==> src/design/lcd4_pkg.sv <==
// Shared types, codes and microprogram for the 4-bit character LCD sequencer.
package lcd4_pkg;

    // Request codes
    localparam logic [2:0] OP_CMD   = 3'd0;
    localparam logic [2:0] OP_DATA  = 3'd1;
    localparam logic [2:0] OP_GOTO  = 3'd2;
    localparam logic [2:0] OP_CLEAR = 3'd3;
    localparam logic [2:0] OP_INIT  = 3'd4;

    // Configuration register indexes
    localparam logic CFG_ENABLE_HIGH   = 1'b0;
    localparam logic CFG_ENABLE_SETTLE = 1'b1;

    // Reset values of the timing registers
    localparam logic [7:0] ENABLE_HIGH_RESET   = 8'd2;
    localparam logic [9:0] ENABLE_SETTLE_RESET = 10'd50;

    localparam int PC_W   = 4;
    localparam int HOLD_W = 13;

    // Microprogram entry points
    localparam logic [PC_W-1:0] ENTRY_BYTE  = 4'd0;
    localparam logic [PC_W-1:0] ENTRY_CLEAR = 4'd2;
    localparam logic [PC_W-1:0] ENTRY_INIT  = 4'd4;

    // Cursor address flag and line bases
    localparam logic [7:0] DDRAM_FLAG = 8'h80;
    localparam logic [7:0] LINE2_BASE = 8'h40;
    localparam logic [7:0] LINE3_BASE = 8'h14;
    localparam logic [7:0] LINE4_BASE = 8'h54;

    typedef enum logic [1:0] {
        NIB_BYTE_HI,
        NIB_BYTE_LO,
        NIB_CONST
    } t_nib_src;

    typedef enum logic [1:0] {
        RS_KEEP,
        RS_CMD,
        RS_REQ
    } t_rs_sel;

    typedef enum logic [1:0] {
        EXTRA_NONE,
        EXTRA_150,
        EXTRA_2000,
        EXTRA_5000
    } t_extra;

    // One control word per nibble step
    typedef struct packed {
        t_nib_src   src;
        logic [3:0] nib;
        t_rs_sel    rs;
        t_extra     extra;
        logic       last;
    } t_ctrl;

    // Extra wait appended to the enable-low segment of a step
    function automatic logic [HOLD_W-1:0] extra_us(input t_extra e);
        logic [HOLD_W-1:0] v;
        unique case (e)
            EXTRA_NONE: v = 13'd0;
            EXTRA_150:  v = 13'd150;
            EXTRA_2000: v = 13'd2000;
            EXTRA_5000: v = 13'd5000;
            default:    v = 13'd0;
        endcase
        return v;
    endfunction

    // Cursor base address of a 1-based display line
    function automatic logic [7:0] line_base(input logic [7:0] line);
        logic [7:0] v;
        unique case (line)
            8'd2:    v = LINE2_BASE;
            8'd3:    v = LINE3_BASE;
            8'd4:    v = LINE4_BASE;
            default: v = 8'h00;
        endcase
        return v;
    endfunction

    // Microprogram ROM
    function automatic t_ctrl rom_word(input logic [PC_W-1:0] pc);
        t_ctrl w;
        unique case (pc)
            // byte from the request register
            4'd0:  w = '{NIB_BYTE_HI, 4'h0, RS_REQ,  EXTRA_NONE, 1'b0};
            4'd1:  w = '{NIB_BYTE_LO, 4'h0, RS_KEEP, EXTRA_NONE, 1'b1};
            // clear display
            4'd2:  w = '{NIB_CONST,   4'h0, RS_CMD,  EXTRA_NONE, 1'b0};
            4'd3:  w = '{NIB_CONST,   4'h1, RS_KEEP, EXTRA_2000, 1'b1};
            // wake-up nibbles at the current select level
            4'd4:  w = '{NIB_CONST,   4'h3, RS_KEEP, EXTRA_5000, 1'b0};
            4'd5:  w = '{NIB_CONST,   4'h3, RS_KEEP, EXTRA_150,  1'b0};
            4'd6:  w = '{NIB_CONST,   4'h3, RS_KEEP, EXTRA_150,  1'b0};
            4'd7:  w = '{NIB_CONST,   4'h2, RS_KEEP, EXTRA_NONE, 1'b0};
            // function set, 4-bit two lines
            4'd8:  w = '{NIB_CONST,   4'h2, RS_CMD,  EXTRA_NONE, 1'b0};
            4'd9:  w = '{NIB_CONST,   4'h8, RS_KEEP, EXTRA_NONE, 1'b0};
            // display on
            4'd10: w = '{NIB_CONST,   4'h0, RS_CMD,  EXTRA_NONE, 1'b0};
            4'd11: w = '{NIB_CONST,   4'hC, RS_KEEP, EXTRA_NONE, 1'b0};
            // clear
            4'd12: w = '{NIB_CONST,   4'h0, RS_CMD,  EXTRA_NONE, 1'b0};
            4'd13: w = '{NIB_CONST,   4'h1, RS_KEEP, EXTRA_2000, 1'b0};
            // entry mode
            4'd14: w = '{NIB_CONST,   4'h0, RS_CMD,  EXTRA_NONE, 1'b0};
            4'd15: w = '{NIB_CONST,   4'h6, RS_KEEP, EXTRA_NONE, 1'b1};
            default: w = '{NIB_CONST, 4'h0, RS_KEEP, EXTRA_NONE, 1'b1};
        endcase
        return w;
    endfunction

endpackage

==> src/design/char_lcd_4bit_write_sequencer_core.sv <==
// Top level of the 4-bit character LCD write sequencer.
//
// Requests enter on i_valid / o_stall with fields i_op, i_byte_value,
// i_line and i_column. Pin segments leave on o_valid / i_stall, one per
// transaction, with o_last_segment marking the end of a request.
// Timing registers are written on i_cfg_valid / o_cfg_ready; the port is
// always ready and writes take effect in the following cycle.
// A request is taken only while no program runs; its first segment goes
// to the output register once the program has started and that register
// is free. Each nibble step emits two segments, one per cycle while the
// output is not stalled: 4 segments for a byte or clear, 24 for init.
// Busy drops with the last segment. Unused op codes are dropped and
// produce nothing.
// A stalled segment holds in the output register and the program waits;
// the last segment of a request may wait there while the next request is
// accepted.
// Reset returns the timing registers to 2 us and 50 us, the select level
// to command, and the block to idle with no segment pending.
module char_lcd_4bit_write_sequencer_core
    import lcd4_pkg::*;
(
    input  logic        i_clk,
    input  logic        i_rst_n,
    // request channel
    input  logic        i_valid,
    output logic        o_stall,
    input  logic [2:0]  i_op,
    input  logic [7:0]  i_byte_value,
    input  logic [7:0]  i_line,
    input  logic [7:0]  i_column,
    // segment channel
    output logic        o_valid,
    input  logic        i_stall,
    output logic        o_rs_pin,
    output logic        o_rw_pin,
    output logic        o_enable_pin,
    output logic [3:0]  o_data_nibble,
    output logic [12:0] o_hold_us,
    output logic        o_last_segment,
    // configuration channel
    input  logic        i_cfg_valid,
    output logic        o_cfg_ready,
    input  logic        i_cfg_index,
    input  logic [9:0]  i_cfg_data
);

    logic [7:0]        r_enable_high;
    logic [9:0]        r_enable_settle;
    logic              r_rs_level;
    logic              r_busy;
    logic [PC_W-1:0]   r_pc;
    logic              r_phase;
    logic [7:0]        r_byte;
    logic              r_rs_req;

    logic              r_out_valid;
    logic              r_out_rs;
    logic              r_out_en;
    logic [3:0]        r_out_nib;
    logic [HOLD_W-1:0] r_out_hold;
    logic              r_out_last;

    t_ctrl             n_ctrl;
    logic              n_rs;
    logic [3:0]        n_nib;
    logic [HOLD_W-1:0] n_hold;
    logic              n_emit;
    logic              n_accept;
    logic [7:0]        n_goto;

    assign o_cfg_ready = 1'b1;
    assign o_stall     = r_busy;
    assign n_accept    = i_valid && !r_busy;
    assign n_emit      = r_busy && (!r_out_valid || !i_stall);

    // Decode the current control word
    always_comb begin
        n_ctrl = rom_word(r_pc);
        unique case (n_ctrl.rs)
            RS_KEEP: n_rs = r_rs_level;
            RS_CMD:  n_rs = 1'b0;
            RS_REQ:  n_rs = r_rs_req;
            default: n_rs = r_rs_level;
        endcase
        // the select level only changes on the first segment of a step
        if (r_phase) begin
            n_rs = r_rs_level;
        end
        unique case (n_ctrl.src)
            NIB_BYTE_HI: n_nib = r_byte[7:4];
            NIB_BYTE_LO: n_nib = r_byte[3:0];
            NIB_CONST:   n_nib = n_ctrl.nib;
            default:     n_nib = n_ctrl.nib;
        endcase
        if (r_phase) begin
            n_hold = {3'd0, r_enable_settle} + extra_us(n_ctrl.extra);
        end else begin
            n_hold = {5'd0, r_enable_high};
        end
    end

    // Cursor address from line and column, wrapping at 8 bits
    assign n_goto = DDRAM_FLAG | (line_base(i_line) + i_column - 8'd1);

    // Configuration registers
    always_ff @(posedge i_clk) begin
        if (!i_rst_n) begin
            r_enable_high   <= ENABLE_HIGH_RESET;
            r_enable_settle <= ENABLE_SETTLE_RESET;
        end else if (i_cfg_valid) begin
            if (i_cfg_index == CFG_ENABLE_HIGH) begin
                r_enable_high <= i_cfg_data[7:0];
            end else begin
                r_enable_settle <= i_cfg_data;
            end
        end
    end

    // Sequencer: dispatch on accept, advance one segment per free slot
    always_ff @(posedge i_clk) begin
        if (!i_rst_n) begin
            r_busy     <= 1'b0;
            r_pc       <= ENTRY_BYTE;
            r_phase    <= 1'b0;
            r_rs_level <= 1'b0;
        end else begin
            if (n_accept) begin
                r_phase <= 1'b0;
                case (i_op)
                    OP_CMD: begin
                        r_busy   <= 1'b1;
                        r_pc     <= ENTRY_BYTE;
                        r_byte   <= i_byte_value;
                        r_rs_req <= 1'b0;
                    end
                    OP_DATA: begin
                        r_busy   <= 1'b1;
                        r_pc     <= ENTRY_BYTE;
                        r_byte   <= i_byte_value;
                        r_rs_req <= 1'b1;
                    end
                    OP_GOTO: begin
                        r_busy   <= 1'b1;
                        r_pc     <= ENTRY_BYTE;
                        r_byte   <= n_goto;
                        r_rs_req <= 1'b0;
                    end
                    OP_CLEAR: begin
                        r_busy <= 1'b1;
                        r_pc   <= ENTRY_CLEAR;
                    end
                    OP_INIT: begin
                        r_busy <= 1'b1;
                        r_pc   <= ENTRY_INIT;
                    end
                    default: begin
                        r_busy <= 1'b0;
                    end
                endcase
            end else if (n_emit) begin
                r_rs_level <= n_rs;
                if (!r_phase) begin
                    r_phase <= 1'b1;
                end else begin
                    r_phase <= 1'b0;
                    if (n_ctrl.last) begin
                        r_busy <= 1'b0;
                    end else begin
                        r_pc <= r_pc + 1'b1;
                    end
                end
            end
        end
    end

    // Output register: load a segment, drop it once taken
    always_ff @(posedge i_clk) begin
        if (!i_rst_n) begin
            r_out_valid <= 1'b0;
        end else if (n_emit) begin
            r_out_valid <= 1'b1;
        end else if (!i_stall) begin
            r_out_valid <= 1'b0;
        end
    end

    always_ff @(posedge i_clk) begin
        if (n_emit) begin
            r_out_rs   <= n_rs;
            r_out_en   <= !r_phase;
            r_out_nib  <= n_nib;
            r_out_hold <= n_hold;
            r_out_last <= r_phase && n_ctrl.last;
        end
    end

    assign o_valid        = r_out_valid;
    assign o_rs_pin       = r_out_rs;
    assign o_rw_pin       = 1'b0;
    assign o_enable_pin   = r_out_en;
    assign o_data_nibble  = r_out_nib;
    assign o_hold_us      = r_out_hold;
    assign o_last_segment = r_out_last;

endmodule

==> config.mk <==
export PLATFORM = sky130hd
export DESIGN_NAME = char_lcd_4bit_write_sequencer_core
export DESIGN_NICKNAME = d
export VERILOG_FILES = /design/src/design/lcd4_pkg.sv /design/src/design/char_lcd_4bit_write_sequencer_core.sv
export SDC_FILE = /design/constraint.sdc
export NUM_CORES = 1
export LEC_CHECK = 0
export BUFFER_PORTS_ARGS = -buffer_cell sky130_fd_sc_hd__buf_2
export CAP_MARGIN = 15
export CELL_PAD_IN_SITES_DETAIL_PLACEMENT = 0
export CELL_PAD_IN_SITES_GLOBAL_PLACEMENT = 1
export CORE_MARGIN = 1
export CORE_UTILIZATION = 40
export DETAILED_ROUTE_END_ITERATION = 12
export GPL_TIMING_DRIVEN = 0
export PLACE_DENSITY_LB_ADDON = 0.1
export SETUP_SLACK_MARGIN = 0.2
export SLEW_MARGIN = 20
export SYNTH_ARGS = -nofsm -noshare
export SYNTH_HDL_FRONTEND = slang
export SYNTH_SLANG_ARGS = --single-unit
==> constraint.sdc <==
create_clock -name i_clk -period 4.25 [get_ports i_clk]
set_input_delay 0.85 -clock i_clk [delete_from_list [all_inputs] [get_ports i_clk]]
set_output_delay 0.85 -clock i_clk [all_outputs]
set_load 0.1 [all_outputs]
### After elaboration in Yosys (flattened, before gate mapping)

Memory sizes are Yosys's and may differ from the RTL's. A register that Yosys moved wholly into a read port is not among the register bits.
Cells that the tools add are included.

* register bits: 55
* ROM bits: 176
* input port bits: 43
* output and inout port bits: 24
* word-level logic and storage cells: 91
* memories: 1

* add/subtract/negate cells: 4
* equality and inequality tests: 16
* mux-type cells: 24
* bitwise logic cells: 3
* reductions and logical operators: 28

Memory list
* (name not given): words 16, bits a word 11, read ports 1, clocked after Yosys merged registers in 1, write ports 0, RTL line lcd4_pkg.sv:89 `unique case (pc)`

Operators with widths (number)
* 13-bit one-hot mux with 4 select lines: 1
* 4-bit two-way mux: 6
* 7-bit one-hot mux with 3 select lines: 1
* 8-bit by 2-bit == test with 1-bit output (second input constant): 2
* 8-bit one-hot mux with 2 select lines: 1
* 10-bit by 13-bit adder with 13-bit output: 1
* 13-bit two-way mux: 1
* 4-bit one-hot mux with 3 select lines: 1
* 2-bit nonzero test: 5
* 1-bit two-way mux: 9
* 3-bit AND reduction: 3
* 8-bit by 3-bit == test with 1-bit output (second input constant): 1
* 8-bit two-way mux: 1
* 4-bit one-hot mux with 2 select lines: 1
* 7-bit adder: 1
* 7-bit by 1-bit subtractor with 7-bit output (second input constant): 1
* 2-bit by 1-bit == test with 1-bit output (second input constant): 3
* 2-bit == test (second input constant): 3
* 3-bit by 2-bit == test with 1-bit output (second input constant): 2
* 2-bit AND reduction: 3
* 2-bit OR reduction: 3
* 5-bit OR reduction: 1
* 4-bit by 1-bit adder with 4-bit output (second input constant): 1
* 1-bit zero test: 4
* other kinds (12): 19

### Longest topological paths before layout

* word-level depth: 7
* gate-level depth with buffers: 13
* depth with buffers taken out: 13

### Least setup slack after synthesis

No wires, ideal clock.

* path type: input to register
* start point: input i_line[3]
* end point: register r_byte[6] (data pin)
* library setup time: 0.268 ns
* arrival time: 2.572 ns
* required time: 3.982 ns
* setup slack: 1.410 ns
* stages: 11
* path buffers: 0
* cells stage by stage: nor3_1 nand3_1 ha_1 inv_1 ha_1 a21o_1 a21oi_1 o21bai_1 a21oi_1 xnor2_1 o21ai_0

* cells in the longest elaborated chain, start to end: 5
* elaborated cells on any way between the ends: 7
* those cells by class: add/sub: 2; eq/ne: 3; mux: 2

Ends and longest elaborated chain
* from (decl): RTL line char_lcd_4bit_write_sequencer_core.sv:29 `input logic [7:0] i_line,`
* 8-bit by 3-bit == test with 1-bit output or 8-bit by 2-bit == test with 1-bit output (tied branches): RTL line lcd4_pkg.sv:77 `unique case (line)`
* 7-bit one-hot mux with 3 select lines (*): RTL line lcd4_pkg.sv:77
* 7-bit adder (*): RTL line char_lcd_4bit_write_sequencer_core.sv:103 `assign n_goto = DDRAM_FLAG | (line_base(i_line) + i_column - 8'd1);`
* 7-bit by 1-bit subtractor with 7-bit output (*): RTL line char_lcd_4bit_write_sequencer_core.sv:103
* 8-bit one-hot mux with 2 select lines (*): RTL line char_lcd_4bit_write_sequencer_core.sv:129 `case (i_op)`
* to (signal assigned): RTL line char_lcd_4bit_write_sequencer_core.sv:133 `r_byte <= i_byte_value;`
* to (signal assigned): RTL line char_lcd_4bit_write_sequencer_core.sv:139 `r_byte <= i_byte_value;`
* to (signal assigned): RTL line char_lcd_4bit_write_sequencer_core.sv:145 `r_byte <= n_goto;`
* to (decl): RTL line char_lcd_4bit_write_sequencer_core.sv:53 `logic [7:0] r_byte;`

Mark *: on every way between the ends. The rest lies on a longest branch, timed or not.
A chain may end at the register's enable or synchronous reset.

### Final worst setup path

Ends and elaborated chain as after synthesis.

==> impl_metrics.toml <==
[outcome]
outcome = "completed"

[timing]
layout_min_cycle_time_ps = 2780
fin_crit_sh_pct = 65.4
fmax_mhz = 360
rsz0062_at_grt = "no"
final.setup_skew_ps = 6.83
finalSetupTns_ps = 0
setup_viol = 0
fin_hold_ws_ps = 458
max_slew_margin_pct = 38.3
hold_viol = 0
tightest_slew_ps = 924
drv_slew = 0

[setup_path]
path_cells = "buf_2 -> nor3_1 -> nand3_1 -> ha_1 -> inv_1 -> ha_1 -> a21o_1 -> a21oi_1 -> o21bai_1 -> a21oi_1 -> xnor2_1 -> o21ai_0"
r2r_start = "n_ctrl[2]"
end_kind = "flip-flop"
cp_slowest_stage_delay_ps = 310
cp.buffers_inverters = 2
rrSetupSlack_ps = 1650
path_delay_family = "compound AO/OA/AOI/OAI gates"
rr_endpoint = "o_hold_us[7]"
crit_start = "i_line[3]"
cp.required_ps = 4330
critPathKind = "in2reg"
cp-start-kind = "input pin"
crit_end = "r_byte[6]"
worst-path-stages = 12
arrival_ps = 2860
reg2reg_depth = 11
crit_fanout = 2
cp_slowest_cell = "ha_1"

[clock_network]
clockBufferDepth = 2
cts.clk_slew.worst_paths_ps = 70
cts_buffers = 9
htreeDepth = 3
cts_tree = "built"
cts_sinks = 66
cts_setup_buffers = 0
root_buffer = "clkbuf_8"
cts_resized = 0
postCtsHoldBufs = 0
clock_latency_ps = 340

[floorplan]
die_h_microns = 93.4
dieArea_sq_um = 8720
pin_count = 67
placementRows = 32
initial_utilization_pct = 42.4
die_x_microns = 93.4
core_sq_um = 7890

[grt]
grt_pass1_wl_microns = 11200
track_usage_pct = 16.9
grt_pass1_vias = 2381
antenna_found_initial = 0
grt_max_degree = 24
grt_overflow = 0

[yosys]
avgSynthCellArea_sq_um = 9.46
synth_seq_area_share_pct = 48.2
ys_ff_latch = 66
yosysMostFrequentCell = "nand2_1"
synthTopCellsByArea = "edfxtp_1 (26%), dfxtp_1 (22%), ha_1 (8.2%)"
yosys_warnings = 0
synth-edff-count = 29
synth_area_sq_um = 3340
synth_largest_area_cell = "edfxtp_1"
synth_common_cells = "nand2_1 (63), dfxtp_1 (37), a21oi_1 (29), edfxtp_1 (29), inv_1 (27)"
yosysTopAreaCellShare_pct = 26.1
ys_types = 50
async_flop_share_pct = 0
synthCells = 353
syn_nets = 420
synth_ff_type = "dfxtp_1"

[finish]
syn2layout_area_growth_pct = 19.7
final_layout_size_suffix_gt1_share_pct = 22.5
nFillCells = 788
diodes = 0
nets = 494

[place]
gp_congestion = 0.881
dp_hpwl_microns = 5070
port_buffers = 63

[hold_path]
min-delay-start = "r_enable_high[2]"
hold_path.class = "reg2reg"

[power_and_ir_drop]
ir_drop_mv = 0.213
p_per_area_nw_per_um2 = 391
leakagePower_nw = 1.73

[routing]
routed_wl_microns = 6740
drtIter0Drc = 98
antenna_left = 0
via_count = 2549
drt-pass1-iter-count = 6
drt-wirelength-per-cell_microns = 12.6
drc_errors = 0
routed_via_density = 4.77

[run]
max_cap_viol_count = 0
## registers in the layout, summed over array words and instances, names as in the netlist
signal           count
r_phase              1
o_last_segment       1
r_pc                 4
r_byte               8
r_rs_level           1
n_ctrl              11
r_rs_req             1
o_data_nibble        4
o_stall              1
o_enable_pin         1
o_valid              1
o_hold_us           13
o_rs_pin             1
r_enable_settle     10
r_enable_high        8
## through the flow
| stage | util (%) | worst slack [ps] | power (W) | cells | area, sq um |
|---|---|---|---|---|---|
| 2_1_floorplan | - | 1410 | 0.000932 | 353 | 3340 |
| 5_1_grt | 50.7 | 1230 | 0.00164 | 534 | 4000 |
| 3_3_place_gp | 48.0 | 1120 | 0.000998 | 518 | 3780 |
| 4_1_cts | 50.7 | 1450 | 0.00158 | 534 | 4000 |
| 3_5_place_dp | 48.0 | 1080 | 0.00100 | 518 | 3780 |
| 6_report | 50.7 | 1470 | 0.00156 | 534 | 4000 |
## power breakdown
part | switching (W) | leakage, nW | internal, W
registers | 0.0000149 | 0.573 | 0.000697
clock network | 0.000250 | 0.105 | 0.000329
logic | 0.000194 | 1.05 | 0.0000794
total | 0.000459 | 1.73 | 0.00111
## logic make-up after synthesis
group | synth area share (%)
DFF | 48.2
muxes | 3.56
and+or+nand+nor | 16.5
buffers and inverters | 4.79
adders and majority gates | 9.44
xor gates and xnor gates | 4.46
AOI/OAI and AO/OA | 12.8
other | 0.225
## how the worst min path moves through the flow
stage	endpoint	slack (ps)	depth (start not counted)
final	r_enable_high[2]	460	2
after global routing	r_enable_high[3]	490	2
after CTS	r_enable_high[2]	460	2
after detailed placement	r_enable_high[2]	450	2
after global placement	r_enable_high[7]	440	2
after floorplan	r_enable_settle[0]	430	2
## area by class of cell
cell class / instances / area (sq um) / area share (%)
multi-input cells: 247 / 1570 / 39.2
well taps: 102 / 128 / 3.19
repair buffers: 63 / 315 / 7.88
flip-flops and latches: 66 / 1610 / 40.3
plain buffers: 12 / 55.1 / 1.38
clock buffers: 9 / 124 / 3.10
clock inverters: 7 / 92.6 / 2.31
inverters: 28 / 105 / 2.63
## routing by layer
metal  wire [microns]  GRT usage, %  vias up
met2             2770          24.1       55
met4               44          5.00        0
met3              324          4.88        7
met1             3600          24.7     1135
li1                 -             -     1352
met5                0             0        -
## tightest hold or removal path: cells and delay by family (launching register included)
family             cells  cell delay [ps]
DFF                    1              310
and+or+nand+nor        1               50
AOI/OAI and AO/OA      1               50
## cell usage in the layout (no fill, tap or decap), types with 3 or more instances in the layout
cell type,synthesis,layout
a21oi_1,29,29
o211ai_1,3,3
edfxtp_1,29,29
mux2_2,7,7
nor2b_1,3,3
nand2_1,63,63
nand2b_1,5,5
inv_1,27,27
buf_2,2,65
clkinv_1,1,3
clkbuf_8,0,9
nand3_1,9,9
a21o_1,4,4
xor2_1,5,5
nor3_1,7,7
and2_1,4,4
dfxtp_1,37,37
o21ai_0,19,19
clkbuf_1,7,7
ha_1,22,22
mux2i_1,4,4
xnor2_1,12,12
nor2_1,21,21
No activity file was read; power rests on OpenSTA's default activity.
